[src/design/mqd_pkg.sv]
// Shared types, codes and probability state tables of the MQ decoder.
`default_nettype none
package mqd_pkg;

  localparam int SEG_BYTES_DEF = 4096;
  localparam int NUM_CTX       = 19;
  localparam int NUM_STATES    = 47;

  // input word kind codes
  localparam logic [2:0] KIND_LOAD   = 3'd0;
  localparam logic [2:0] KIND_START  = 3'd1;
  localparam logic [2:0] KIND_RESET  = 3'd2;
  localparam logic [2:0] KIND_DECODE = 3'd3;
  localparam logic [2:0] KIND_RAW    = 3'd4;

  typedef enum logic [2:0] {
    OP_NONE,
    OP_LOAD,
    OP_START,
    OP_RESET_CTX,
    OP_DECODE,
    OP_RAW
  } op_t;

  typedef struct packed {
    op_t         op;
    logic [7:0]  byte_value;
    logic [11:0] byte_addr;
    logic [11:0] seg_start;
    logic [12:0] seg_length;
    logic        bypass;
    logic [4:0]  context_req;
  } item_t;

  typedef struct packed {
    logic  valid;
    item_t item;
  } qhead_t;

  typedef enum logic [3:0] {
    BK_IDLE,
    BK_PRIME1_W,
    BK_PRIME1,
    BK_PRIME2_W,
    BK_PRIME2,
    BK_DEC,
    BK_RENORM,
    BK_REN_W,
    BK_REN_LD,
    BK_RAW_W,
    BK_RAW_LD
  } bk_state_t;

  localparam logic [5:0] NMPS_TAB [0:NUM_STATES-1] = '{
    6'd1, 6'd2, 6'd3, 6'd4, 6'd5, 6'd38, 6'd7, 6'd8, 6'd9, 6'd10, 6'd11, 6'd12,
    6'd13, 6'd29, 6'd15, 6'd16, 6'd17, 6'd18, 6'd19, 6'd20, 6'd21, 6'd22, 6'd23, 6'd24,
    6'd25, 6'd26, 6'd27, 6'd28, 6'd29, 6'd30, 6'd31, 6'd32, 6'd33, 6'd34, 6'd35, 6'd36,
    6'd37, 6'd38, 6'd39, 6'd40, 6'd41, 6'd42, 6'd43, 6'd44, 6'd45, 6'd45, 6'd46};

  localparam logic [5:0] NLPS_TAB [0:NUM_STATES-1] = '{
    6'd1, 6'd6, 6'd9, 6'd12, 6'd29, 6'd33, 6'd6, 6'd14, 6'd14, 6'd14, 6'd17, 6'd18,
    6'd20, 6'd21, 6'd14, 6'd14, 6'd15, 6'd16, 6'd17, 6'd18, 6'd19, 6'd19, 6'd20, 6'd21,
    6'd22, 6'd23, 6'd24, 6'd25, 6'd26, 6'd27, 6'd28, 6'd29, 6'd30, 6'd31, 6'd32, 6'd33,
    6'd34, 6'd35, 6'd36, 6'd37, 6'd38, 6'd39, 6'd40, 6'd41, 6'd42, 6'd43, 6'd46};

  localparam logic [15:0] QE_TAB [0:NUM_STATES-1] = '{
    16'h5601, 16'h3401, 16'h1801, 16'h0AC1, 16'h0521, 16'h0221, 16'h5601, 16'h5401,
    16'h4801, 16'h3801, 16'h3001, 16'h2401, 16'h1C01, 16'h1601, 16'h5601, 16'h5401,
    16'h5101, 16'h4801, 16'h3801, 16'h3401, 16'h3001, 16'h2801, 16'h2401, 16'h2201,
    16'h1C01, 16'h1801, 16'h1601, 16'h1401, 16'h1201, 16'h1101, 16'h0AC1, 16'h09C1,
    16'h08A1, 16'h0521, 16'h0441, 16'h02A1, 16'h0221, 16'h0141, 16'h0111, 16'h0085,
    16'h0049, 16'h0025, 16'h0015, 16'h0009, 16'h0005, 16'h0001, 16'h5601};

  // sense flips only on the LPS path of states 0, 6 and 14
  function automatic logic flip_of(input logic [5:0] st);
    return (st == 6'd0) || (st == 6'd6) || (st == 6'd14);
  endfunction

  function automatic logic [5:0] ctx_reset_idx(input int i);
    logic [5:0] v;
    v = 6'd0;
    if (i == 0) v = 6'd4;
    if (i == 17) v = 6'd3;
    if (i == 18) v = 6'd46;
    return v;
  endfunction

endpackage
`default_nettype wire

[src/design/mqd_in_if.sv]
// Input channel: valid/ready handshake with the decoder command word.
`default_nettype none
interface mqd_in_if;
  logic        valid;
  logic        ready;
  logic [2:0]  kind;
  logic [7:0]  byte_value;
  logic [11:0] byte_addr;
  logic [11:0] seg_start;
  logic [12:0] seg_length;
  logic        bypass;
  logic [4:0]  context_req;

  modport source(output valid, kind, byte_value, byte_addr, seg_start, seg_length,
                 bypass, context_req, input ready);
  modport sink(input valid, kind, byte_value, byte_addr, seg_start, seg_length,
               bypass, context_req, output ready);
endinterface
`default_nettype wire

[src/design/mqd_front.sv]
// Front end: accepts command words, classifies them and queues them for the back end.
`default_nettype none
module mqd_front import mqd_pkg::*; (
  input  wire logic clk,
  input  wire logic rst_n,
  mqd_in_if.sink    in_ch,
  output qhead_t    head,
  input  wire logic pop
);
  item_t      q_r [2];
  logic       wp_r, wp_nxt;
  logic       rp_r, rp_nxt;
  logic [1:0] cnt_r, cnt_nxt;
  logic       push;
  item_t      cls;

  always_comb begin
    cls.byte_value  = in_ch.byte_value;
    cls.byte_addr   = in_ch.byte_addr;
    cls.seg_start   = in_ch.seg_start;
    cls.seg_length  = in_ch.seg_length;
    cls.bypass      = in_ch.bypass;
    cls.context_req = in_ch.context_req;
    case (in_ch.kind)
      KIND_LOAD:   cls.op = OP_LOAD;
      KIND_START:  cls.op = OP_START;
      KIND_RESET:  cls.op = OP_RESET_CTX;
      KIND_DECODE: cls.op = OP_DECODE;
      KIND_RAW:    cls.op = OP_RAW;
      default:     cls.op = OP_NONE;
    endcase
  end

  assign in_ch.ready = (cnt_r != 2'd2);
  assign push        = in_ch.valid && in_ch.ready;
  assign head.valid  = (cnt_r != 2'd0);
  assign head.item   = q_r[rp_r];

  always_comb begin
    wp_nxt  = push ? ~wp_r : wp_r;
    rp_nxt  = pop ? ~rp_r : rp_r;
    cnt_nxt = cnt_r + {1'b0, push} - {1'b0, pop};
  end

  always_ff @(posedge clk) begin
    if (!rst_n) begin
      wp_r  <= 1'b0;
      rp_r  <= 1'b0;
      cnt_r <= 2'd0;
    end else begin
      wp_r  <= wp_nxt;
      rp_r  <= rp_nxt;
      cnt_r <= cnt_nxt;
    end
    if (push) begin
      q_r[wp_r] <= cls;
    end
  end
endmodule
`default_nettype wire

[src/flat_wrapper.sv]
// flat-port wrapper written by rule: the top's interface ports become plain ports
module mqd_front_flat import mqd_pkg::*;
  (clk, rst_n, head, pop, in_ch_valid, in_ch_kind, in_ch_byte_value, in_ch_byte_addr, in_ch_seg_start, in_ch_seg_length, in_ch_bypass, in_ch_context_req, in_ch_ready);
  mqd_in_if in_ch_i ();
  input  wire logic clk;
  input  wire logic rst_n;
  output qhead_t head;
  input  wire logic pop;
  input wire logic [$bits(in_ch_i.valid)-1:0] in_ch_valid;
  input wire logic [$bits(in_ch_i.kind)-1:0] in_ch_kind;
  input wire logic [$bits(in_ch_i.byte_value)-1:0] in_ch_byte_value;
  input wire logic [$bits(in_ch_i.byte_addr)-1:0] in_ch_byte_addr;
  input wire logic [$bits(in_ch_i.seg_start)-1:0] in_ch_seg_start;
  input wire logic [$bits(in_ch_i.seg_length)-1:0] in_ch_seg_length;
  input wire logic [$bits(in_ch_i.bypass)-1:0] in_ch_bypass;
  input wire logic [$bits(in_ch_i.context_req)-1:0] in_ch_context_req;
  output wire logic [$bits(in_ch_i.ready)-1:0] in_ch_ready;
  assign in_ch_i.valid = in_ch_valid;
  assign in_ch_i.kind = in_ch_kind;
  assign in_ch_i.byte_value = in_ch_byte_value;
  assign in_ch_i.byte_addr = in_ch_byte_addr;
  assign in_ch_i.seg_start = in_ch_seg_start;
  assign in_ch_i.seg_length = in_ch_seg_length;
  assign in_ch_i.bypass = in_ch_bypass;
  assign in_ch_i.context_req = in_ch_context_req;
  assign in_ch_ready = in_ch_i.ready;
  mqd_front u_core (.clk(clk), .rst_n(rst_n), .in_ch(in_ch_i), .head(head), .pop(pop));
endmodule
[config.mk]
export PLATFORM = sky130hd
export DESIGN_NAME = mqd_front_flat
export DESIGN_NICKNAME = d
export VERILOG_FILES = /design/src/design/mqd_pkg.sv /design/src/design/mqd_in_if.sv /design/src/design/mqd_front.sv /design/src/flat_wrapper.sv
export SDC_FILE = /design/constraint.sdc
export NUM_CORES = 1
export LEC_CHECK = 0
export ABC_AREA = 1
export BUFFER_PORTS_ARGS = -buffer_cell sky130_fd_sc_hd__buf_2
export CAP_MARGIN = 20
export CORE_MARGIN = 5
export CORE_UTILIZATION = 25
export CTS_CLUSTER_DIAMETER = 80
export DETAILED_ROUTE_END_ITERATION = 16
export SYNTH_ARGS = -nofsm -noshare
export SYNTH_HDL_FRONTEND = slang
export SYNTH_SLANG_ARGS = --single-unit
export TNS_END_PERCENT = 10
[constraint.sdc]
create_clock -name clk -period 3.7 [get_ports clk]
set_input_delay 0.555 -clock clk [delete_from_list [all_inputs] [get_ports clk]]
set_output_delay 0.555 -clock clk [all_outputs]
set_load 0.02 [all_outputs]
## Word-level counts from Yosys, hierarchy flattened

Memories as Yosys holds them, arrays and structs flattened. A register that Yosys moved wholly into a read port is not among the register bits.
Index checks and enable logic that the tools add are counted.

| word-level totals | value |
|---|---|
| flip-flop bits (word level) | 4 |
| bits of input ports | 58 |
| output and inout port bits | 56 |
| memories | 1 |
| memory bits (writable) | 108 |
| memory bits (read-only) | 0 |
| word-level logic and storage cells | 21 |
| latch bits | 0 |

| cells by class | value |
|---|---|
| multiply operators | 0 |
| magnitude comparators | 0 |
| div/mod/pow operators | 0 |
| eq/ne operators | 5 |
| reduce and logical (&&, ||, !) cells | 3 |
| shift operators | 0 |
| multiplexer cells | 5 |
| bitwise logic cells | 2 |
| add/subtract/negate cells | 2 |

Memories:

| name | depth | width | rd ports | clocked after Yosys merged registers in | write ports | RTL line | source |
|---|---|---|---|---|---|---|---|
| u_core.q_r | 2 | 54 | 1 | 1 | 1 | mqd_front.sv:10 | `item_t q_r [2];` |

Operators with widths:

| cell | number |
|---|---|
| case mux 3 bit (5 select lines) | 1 |
| equality test 3 x 2 -> 1 bit (second input constant) | 2 |
| two-way mux 1 bit | 4 |
| equality test 3 x 1 -> 1 bit (second input constant) | 1 |
| equality test 3 bit (second input constant) | 1 |
| zero test 3 bit | 1 |
| adder 2 x 1 -> 2 bit | 1 |
| inequality test 2 bit (second input constant) | 1 |
| inverter 1 bit | 2 |
| nonzero test 2 bit | 1 |
| subtractor 2 x 1 -> 2 bit | 1 |
| logical AND 1 bit | 1 |

## Longest topological paths before layout

Gate-level depths: netlist (run 1).

| depth | value |
|---|---|
| depth in word-level cells | 4 |
| depth in mapped cells | 10 |
| mapped depth without buffers | 10 |

## Worst setup path after synthesis (run 1)

OpenSTA, ideal clock, no wires.

| path | value |
|---|---|
| path kind | register to register |
| start point | register u_core.cnt_r[0] |
| end point | memory u_core.q_r[0][0] (netlist name) (enable) |
| slack | 311 ps |
| data required time | 3234 ps |
| data arrival time | 2923 ps |
| stages on the path, launching flop included | 5 |
| library setup time | 466 ps |
| period minus slack after synthesis | 3389 ps |
| path buffers | 0 |
| path through | dfxtp_1 -> inv_1 -> nand2_1 -> nand2_1 -> nor2_1 |

| on the way | value |
|---|---|
| cells in the longest elaborated chain, start to end | 4 |

RTL lines:

| element | RTL line | source |
|---|---|---|
| start, declared | mqd_front.sv:13 | `logic [1:0] cnt_r, cnt_nxt;` |
| start signal, assigned | mqd_front.sv:53 | `cnt_r <= cnt_nxt;` |
| inequality test 2 bit | mqd_front.sv:34 | `assign in_ch.ready = (cnt_r != 2'd2);` |
| named net in_ch_ready | flat_wrapper.sv:17 | `output wire logic [$bits(in_ch_i.ready)-1:0] in_ch_ready;` |
| logical AND 1 bit | mqd_front.sv:35 | `assign push = in_ch.valid && in_ch.ready;` |
| two-way mux 1 bit | mqd_front.sv:55 | `if (push) begin` |
| two-way mux 1 bit (implied by the code) | mqd_front.sv:56 | `q_r[wp_r] <= cls;` |
| end, declared | mqd_front.sv:10 |  |

The timed path passes the listed nets, and every way through them passes these cells.

==> insert_results.sql, run 1 <==
INSERT INTO impl_metrics (metric_group, metric, value, unit) VALUES
('sta', 'f_max', '402', 'MHz'),
('clock_tree', 'cts.htree.levels', '4', ''),
('clock_tree', 'cts_root_buf', 'clkbuf_16', ''),
('hold_path', 'hold_path_end', 'u_core.q_r[0][37]', ''),
('logic_synthesis', 'synth_adder_area_share', '0.00567', ''),
('run_status', 'outcome', 'finished clean', ''),
('die', 'design.die.area', '20400', 'um^2'),
('worst_setup_path', 'worst-setup-path-type', 'reg2out', ''),
('cells_and_area', 'ff_latch_area', '3350', 'um^2'),
('sta', 'period_share', '0.673', ''),
('worst_setup_path', 'worst-path-max-fanout', '32', ''),
('die', 'start_util', '0.255', ''),
('logic_synthesis', 'synth_cells', '208', ''),
('cells_and_area', 'area_growth_syn_to_layout', '32.0', '%'),
('logic_synthesis', 'synth.top_cell.area_share', '0.735', ''),
('sta', 'post-route-min-period', '2.49', 'ns'),
('logic_synthesis', 'yosys-top-cells-area', 'edfxtp_1, mux2_4, buf_12', ''),
('routing', 'drt_pre_antenna_iters', '4', ''),
('pwr', 'p_leak', '2.30', 'nW'),
('logic_synthesis', 'syn-num-nets', '268', ''),
('worst_setup_path', 'worstPathArrival', '1.93', 'ns'),
('die', 'design.core.area', '17300', 'um^2'),
('cells_and_area', 'final_core_util', '0.337', ''),
('die', 'rows', '48', ''),
('sta', 'setup-violations-final', '0', ''),
('sta', 'timing_worst_slew_pin_value', '0.833', 'ns'),
('placed_design', 'postPlaceCellArea', '5210', 'um^2'),
('logic_synthesis', 'synthDistinctLibCells', '14', ''),
('sta', 'finalHoldViolations', '0', ''),
('hold_path', 'hold-path-cell-count', '1', ''),
('worst_setup_path', 'worstSetupStartpointType', 'register', ''),
('cells_and_area', 'mostFrequentLayoutCells', 'buf_2, edfxtp_1, mux2_4, clkbuf_16, nand2_1', ''),
('worst_setup_path', 'critPathCaptureType', 'output port', ''),
('pwr', 'power.density_cell_area', '647', 'nW/um^2'),
('clock_tree', 'tritoncts', 'built', ''),
('logic_synthesis', 'synth_compound_area_frac', '0.00567', ''),
('sta', 'hold_slack', '0.343', 'ns'),
('logic_synthesis', 'synth.mux.area_fraction', '0.180', ''),
('logic_synthesis', 'largest_family_of_logic_cells_by_synthesized_area', 'multiplexers', ''),
('clock_tree', 'cts-buffers-inserted', '17', ''),
('cells_and_area', 'num_antenna_cells', '0', ''),
('routing', 'drt_iter0_markers', '68', ''),
('clock_tree', 'clk_transition_reported_paths', '0.05', 'ns'),
('clock_tree', 'clk_latency', '0.40', 'ns'),
('clock_tree', 'ctsHoldBuffers', '0', ''),
('sta', 'clock_skew', '0.00708', 'ns'),
('cells_and_area', 'final_area', '5820', 'um^2'),
('worst_setup_path', 'ff2ff_path_depth', '5', ''),
('routing', 'vias_per_cell', '3.87', ''),
('routing', 'postRouteWirelength', '8300', 'um'),
('sta', 'timing.max_slew.rel_slack', '0.444', ''),
('pwr', 'ir_worst_vdd', '285', 'uV'),
('logic_synthesis', 'synth.yosys.seq_area_share', '0.758', ''),
('cells_and_area', 'nNetsFinal', '397', ''),
('placed_design', 'buffer_ports.inserted', '113', ''),
('sta', 'report.final.slew_viol_count', '0', ''),
('cells_and_area', 'area_used_by_multi_input_combinational_logic', '936', 'um^2'),
('routing', 'detail_route.drc_violations', '0', ''),
('routing', 'ant_nets', '0', ''),
('sta', 'rsz_0062_raised_after_global_routing', 'false', ''),
('placed_design', 'post-dp-hpwl', '5740', 'um'),
('worst_setup_path', 'reg2reg_setup_slack', '1.74', 'ns'),
('logic_synthesis', 'count_of_yosys_warnings_during_synthesis', '0', ''),
('global_route', 'gr-usage-all-layers', '0.0856', ''),
('global_route', 'grt_start_max_net_pins', '33', ''),
('routing', 'drt-wirelength-per-cell', '14.4', 'um'),
('global_route', 'global_route_wire_length_before_repair', '13100', 'um'),
('hold_path', 'min-delay-path-class', 'in2reg', ''),
('logic_synthesis', 'area_leader_netlist', 'edfxtp_1', ''),
('die', 'die_w', '143', 'um'),
('die', 'design.portCount', '114', '');
## flip-flops by register name, indices dropped and copies added (netlist names), named ones only
signal        flops
u_core.cnt_r      2
u_core.q_r      108
u_core.rp_r       1
u_core.wp_r       1
## layer usage
| layer | vias up | routed length [um] | track usage |
|---|---|---|---|
| met5 | - | 7 | 0 |
| met4 | 2 | 167 | 0.0435 |
| met3 | 12 | 675 | 0.0388 |
| met2 | 74 | 4140 | 0.143 |
| met1 | 1080 | 3310 | 0.0915 |
| li1 | 1058 | - | - |
## logic make-up (layout without fill, tap and decap cells)
family,Yosys count,in the layout
flip-flops,113,113
multiplexers,54,54
AND/OR/NAND/NOR,20,20
buffers and inverters,14,156
AO/OA/AOI/OAI,5,5
adder cells (fa/ha/maj),2,2
## worst max-delay path: stages (launching register included)
cell and delay (ns):
dfxtp_4 0.65, buf_12 0.30, mux2_2 0.38, buf_2 0.16
## power by group
group,internal [mW],total [mW],switching (mW)
registers,1.55,1.59,0.0405
logic,0.216,0.506,0.289
clock network,1.12,1.67,0.551
total,2.89,3.77,0.881
## area by class of cell
type                       count  area share
clock buffer                  18      0.0737
sequential                   113       0.575
tap                          225      0.0483
clock inverter                14      0.0322
multi-input combinational     81       0.161
timing repair buffer         116       0.105
inverter                       8     0.00516
## how the worst max path moves through the flow
stage / slack (ns) / endpoint / depth (start not counted)
6_report: 1.21 / head[1] / 3
5_1_grt: 1.11 / head[1] / 3
4_1_cts: 1.15 / head[0] / 3
3_5_place_dp: 1.48 / u_core.q_r[1][20] / 4
3_3_place_gp: 1.52 / u_core.q_r[1][28] / 4
2_1_floorplan: 0.31 / u_core.q_r[0][0] / 4
## per-stage QoR
| stage | worst slack [ns] | cells |
|---|---|---|
| floorplan | 0.311 | 208 |
| finish | 1.21 | 575 |
| global route | 1.11 | 575 |
| global placement | 1.52 | 543 |
| detailed placement | 1.48 | 543 |
| CTS | 1.15 | 575 |
## Yosys cell counts
master	n
edfxtp_1	108
mux2_4	50
nand2_1	10
inv_1	8
nor2_1	6
a21oi_1	5
buf_12	5
dfxtp_1	5
mux2_2	4
ha_1	2
nand3_1	2
and2_1	1
buf_6	1
or2_2	1
Power figures use the tool's default switching activity.
==> inputs of run 2 (changes only) <==
--- a/config.mk
+++ b/config.mk
@@ -5,7 +5,7 @@
 export SDC_FILE = /design/constraint.sdc
 export NUM_CORES = 1
 export LEC_CHECK = 0
-export ABC_AREA = 1
+export ABC_AREA = 0
 export BUFFER_PORTS_ARGS = -buffer_cell sky130_fd_sc_hd__buf_2
 export CAP_MARGIN = 20
 export CORE_MARGIN = 5
==> constraint.sdc (replaced) <==
create_clock -name clk -period 2.3 [get_ports clk]
set_input_delay 0.345 -clock clk [delete_from_list [all_inputs] [get_ports clk]]
set_output_delay 0.345 -clock clk [all_outputs]
set_load 0.02 [all_outputs]
==> run 2 against run 1 <==
  * Final cell count fell by 0.52%
  * Die area rose by 0.21%
  * Critical path type unchanged
  * Power rose by 69%
  * Clock power rose by 62%
==> insert_results.sql, run 2 <==
INSERT INTO impl_metrics (metric_group, metric, value, unit) VALUES
('cells_and_area', 'drive_above_1_share', '0.605', ''),
('sta', 'finalHoldViolations', '0', ''),
('routing', 'routed-via-count', '2242', ''),
('logic_synthesis', 'yosys-top-cells-count', 'edfxtp_1, mux2_4, buf_12, dfxtp_1, nor2_1', ''),
('global_route', 'globalRouteOverflowTotal', '0', ''),
('worst_setup_path', 'worstPathArrival', '1.73', 'ns'),
('logic_synthesis', 'count_of_yosys_warnings_during_synthesis', '0', ''),
('cells_and_area', 'largest_registers', 'u_core.q_r: 108 flops, u_core.cnt_r: 2 flops', ''),
('clock_tree', 'tritoncts', 'built', ''),
('logic_synthesis', 'synth_edf_count', '108', ''),
('clock_tree', 'cts-buffers-inserted', '17', ''),
('clock_tree', 'cts_root_buf', 'clkbuf_16', ''),
('hold_path', 'hold-path-cell-count', '1', ''),
('global_route', 'initial_antenna_violation_count', '2', ''),
('clock_tree', 'cts.htree.levels', '4', ''),
('sta', 'report.final.slew_viol_count', '0', ''),
('sta', 'setup-violations-final', '0', ''),
('hold_path', 'hold_path_startpoint', 'in_ch_byte_addr[8]', ''),
('routing', 'drt_pre_antenna_iters', '4', ''),
('placed_design', 'gp_routability_congestion', '0.677', ''),
('cells_and_area', 'final_core_util', '0.339', ''),
('worst_setup_path', 'worst-setup-path-type', 'reg2out', ''),
('sta', 'sum_of_negative_setup_slack', '0', 'ns'),
('logic_synthesis', 'synth_cells', '201', ''),
('sta', 'rsz_0062_raised_after_global_routing', 'false', ''),
('worst_setup_path', 'critPathRequiredTime', '1.96', 'ns'),
('sta', 'timing.max_slew.rel_slack', '0.660', ''),
('logic_synthesis', 'synth_area', '4420', 'um^2'),
('logic_synthesis', 'ys_seq_elements', '113', ''),
('worst_setup_path', 'worstSetupStartpointType', 'register', ''),
('clock_tree', 'clk_transition_reported_paths', '0.05', 'ns'),
('run_status', 'outcome', 'finished clean', ''),
('job', 'maxCapViolations', '0', ''),
('cells_and_area', 'final_area', '5880', 'um^2'),
('logic_synthesis', 'synth.top_cell.area_share', '0.733', ''),
('logic_synthesis', 'yosys-top-cells-area', 'edfxtp_1, mux2_4, buf_12', ''),
('logic_synthesis', 'area_leader_netlist', 'edfxtp_1', ''),
('clock_tree', 'post_cts_resized', '0', ''),
('cells_and_area', 'ff_latch_area', '3350', 'um^2'),
('sta', 'f_max', '481', 'MHz'),
('sta', 'post-route-min-period', '2.08', 'ns'),
('pwr', 'power.density_cell_area', '1090', 'nW/um^2'),
('logic_synthesis', 'syn_avg_cell_area', '22.0', 'um^2'),
('worst_setup_path', 'critPathSlowestCell', 'dfxtp_4', ''),
('worst_setup_path', 'crit_path_max_incr_delay', '0.52', 'ns'),
('clock_tree', 'cts_sinks', '113', ''),
('die', 'design.die.area', '20500', 'um^2'),
('global_route', 'first_global_vias', '2400', ''),
('placed_design', 'post-dp-hpwl', '5880', 'um'),
('die', 'design.core.area', '17400', 'um^2'),
('cells_and_area', 'num-fill-cells', '1664', ''),
('worst_setup_path', 'critical_path.reg2reg.startpoint', 'u_core.cnt_r[0]', ''),
('worst_setup_path', 'reg2reg_setup_slack', '0.59', 'ns'),
('logic_synthesis', 'yosys.cell_count.top_type', 'edfxtp_1', ''),
('worst_setup_path', 'worst-path-max-fanout', '26', ''),
('sta', 'clock_skew', '0.0128', 'ns'),
('routing', 'drt_iter0_markers', '68', ''),
('cells_and_area', 'layout.cells.most_common', 'buf_2', ''),
('worst_setup_path', 'ff2ff_path_depth', '4', ''),
('global_route', 'gr-usage-all-layers', '0.0864', ''),
('global_route', 'global_route_wire_length_before_repair', '13000', 'um'),
('hold_path', 'min-delay-path-class', 'in2reg', ''),
('die', 'rows', '48', ''),
('die', 'start_util', '0.255', ''),
('logic_synthesis', 'synthArstFlopShare', '0', ''),
('die', 'design.portCount', '114', ''),
('clock_tree', 'cts_max_path_buffers', '2', ''),
('routing', 'drt-wirelength-per-cell', '14.7', 'um'),
('clock_tree', 'ctsHoldBuffers', '0', ''),
('worst_setup_path', 'timing.critical_path.cells', 'buf_12 -> mux2_2 -> buf_2', ''),
('cells_and_area', 'nNetsFinal', '394', ''),
('cells_and_area', 'area_growth_syn_to_layout', '32.8', '%'),
('cells_and_area', 'largest_register', 'u_core.q_r', ''),
('routing', 'ant_nets', '0', ''),
('routing', 'vias_per_cell', '3.92', ''),
('cells_and_area', 'largest_register_ff_count', '108', ''),
('logic_synthesis', 'syn-num-nets', '261', ''),
('logic_synthesis', 'synth.yosys.seq_area_share', '0.756', ''),
('placed_design', 'buffer_ports.inserted', '113', ''),
('sta', 'timing_worst_slew_pin_value', '0.510', 'ns'),
('routing', 'postRouteWirelength', '8420', 'um'),
('cells_and_area', 'area_used_by_multi_input_combinational_logic', '966', 'um^2'),
('die', 'die_w', '143', 'um'),
('logic_synthesis', 'synthDistinctLibCells', '21', ''),
('sta', 'period_share', '0.903', ''),
('pwr', 'p_leak', '2.32', 'nW'),
('placed_design', 'postPlaceCellArea', '5260', 'um^2'),
('global_route', 'grt_start_max_net_pins', '37', ''),
('cells_and_area', 'mostFrequentLayoutCells', 'buf_2, edfxtp_1, mux2_4, clkbuf_16', ''),
('hold_path', 'hold_path_end', 'u_core.q_r[1][39]', ''),
('routing', 'detail_route.drc_violations', '0', ''),
('logic_synthesis', 'synth_ff_type', 'edfxtp_1', ''),
('worst_setup_path', 'critPathCaptureType', 'output port', ''),
('cells_and_area', 'num_antenna_cells', '0', ''),
('clock_tree', 'clk_latency', '0.41', 'ns'),
('die', 'die-height', '143', 'um'),
('worst_setup_path', 'critical_path.reg2reg.endpoint', 'u_core.q_r[0][27]', ''),
('clock_tree', 'post-cts-setup-buffers', '0', ''),
('pwr', 'ir_worst_vdd', '457', 'uV');
==> run 2: final cells by class <==
type,instances,share of cell area
timing repair buffer,120,0.112
tap,225,0.0479
multi-input combinational,79,0.164
inverter,3,0.00192
clock inverter,15,0.0322
sequential,113,0.570
clock buffer,17,0.0724
==> run 2: kinds of logic after synthesis <==
| family | count (synthesis) | share of synthesized area |
|---|---|---|
| flip-flops | 113 | 0.756 |
| multiplexers | 54 | 0.180 |
| AND/OR/NAND/NOR | 17 | 0.0215 |
| buffers and inverters | 9 | 0.0277 |
| AO/OA/AOI/OAI | 3 | 0.00339 |
| XOR/XNOR | 3 | 0.00594 |
| adder cells (fa/ha/maj) | 2 | 0.00566 |
==> run 2: power by group <==
| group | internal (mW) | switching [mW] |
|---|---|---|
| Combinational | 0.471 | 0.585 |
| Sequential | 2.55 | 0.0799 |
| Clock | 1.80 | 0.898 |
| Total | 4.82 | 1.56 |
==> run 2: how the worst max path moves through the flow <==
| stage | start | end | depth (start not counted) |
|---|---|---|---|
| after floorplan | u_core.cnt_r[0] | u_core.q_r[1][0] | 2 |
| after global placement | register | head[0] | 3 |
| after detailed placement | u_core.cnt_r[0] | u_core.q_r[0][18] | 4 |
| after CTS | register | head[53] | 3 |
| after global routing | register | head[53] | 3 |
| final | register | head[53] | 3 |
==> run 2: routing by layer <==
metal	routed length [um]	track usage	up-vias
li1	-	-	1052
met1	3400	0.0942	1091
met2	4010	0.137	82
met3	892	0.0549	13
met4	89	0.0315	4
met5	27	0	-
==> run 2: critical path: cells and delay by family (launching register included) <==
kind     cells  cell delay, ns
flops        1            0.52
buf+inv      2            0.43
mux          1            0.37
==> run 2: through the flow <==
step	worst slack (ns)	std cells	power [mW]	hold WS, ns
finish	0.222	572	6.39	0.126
global route	0.114	572	6.68	0.102
CTS	0.163	572	6.50	0.101
detailed placement	0.578	540	3.76	0.520
global placement	0.639	540	3.73	0.500
floorplan	0.0481	201	3.40	0.444
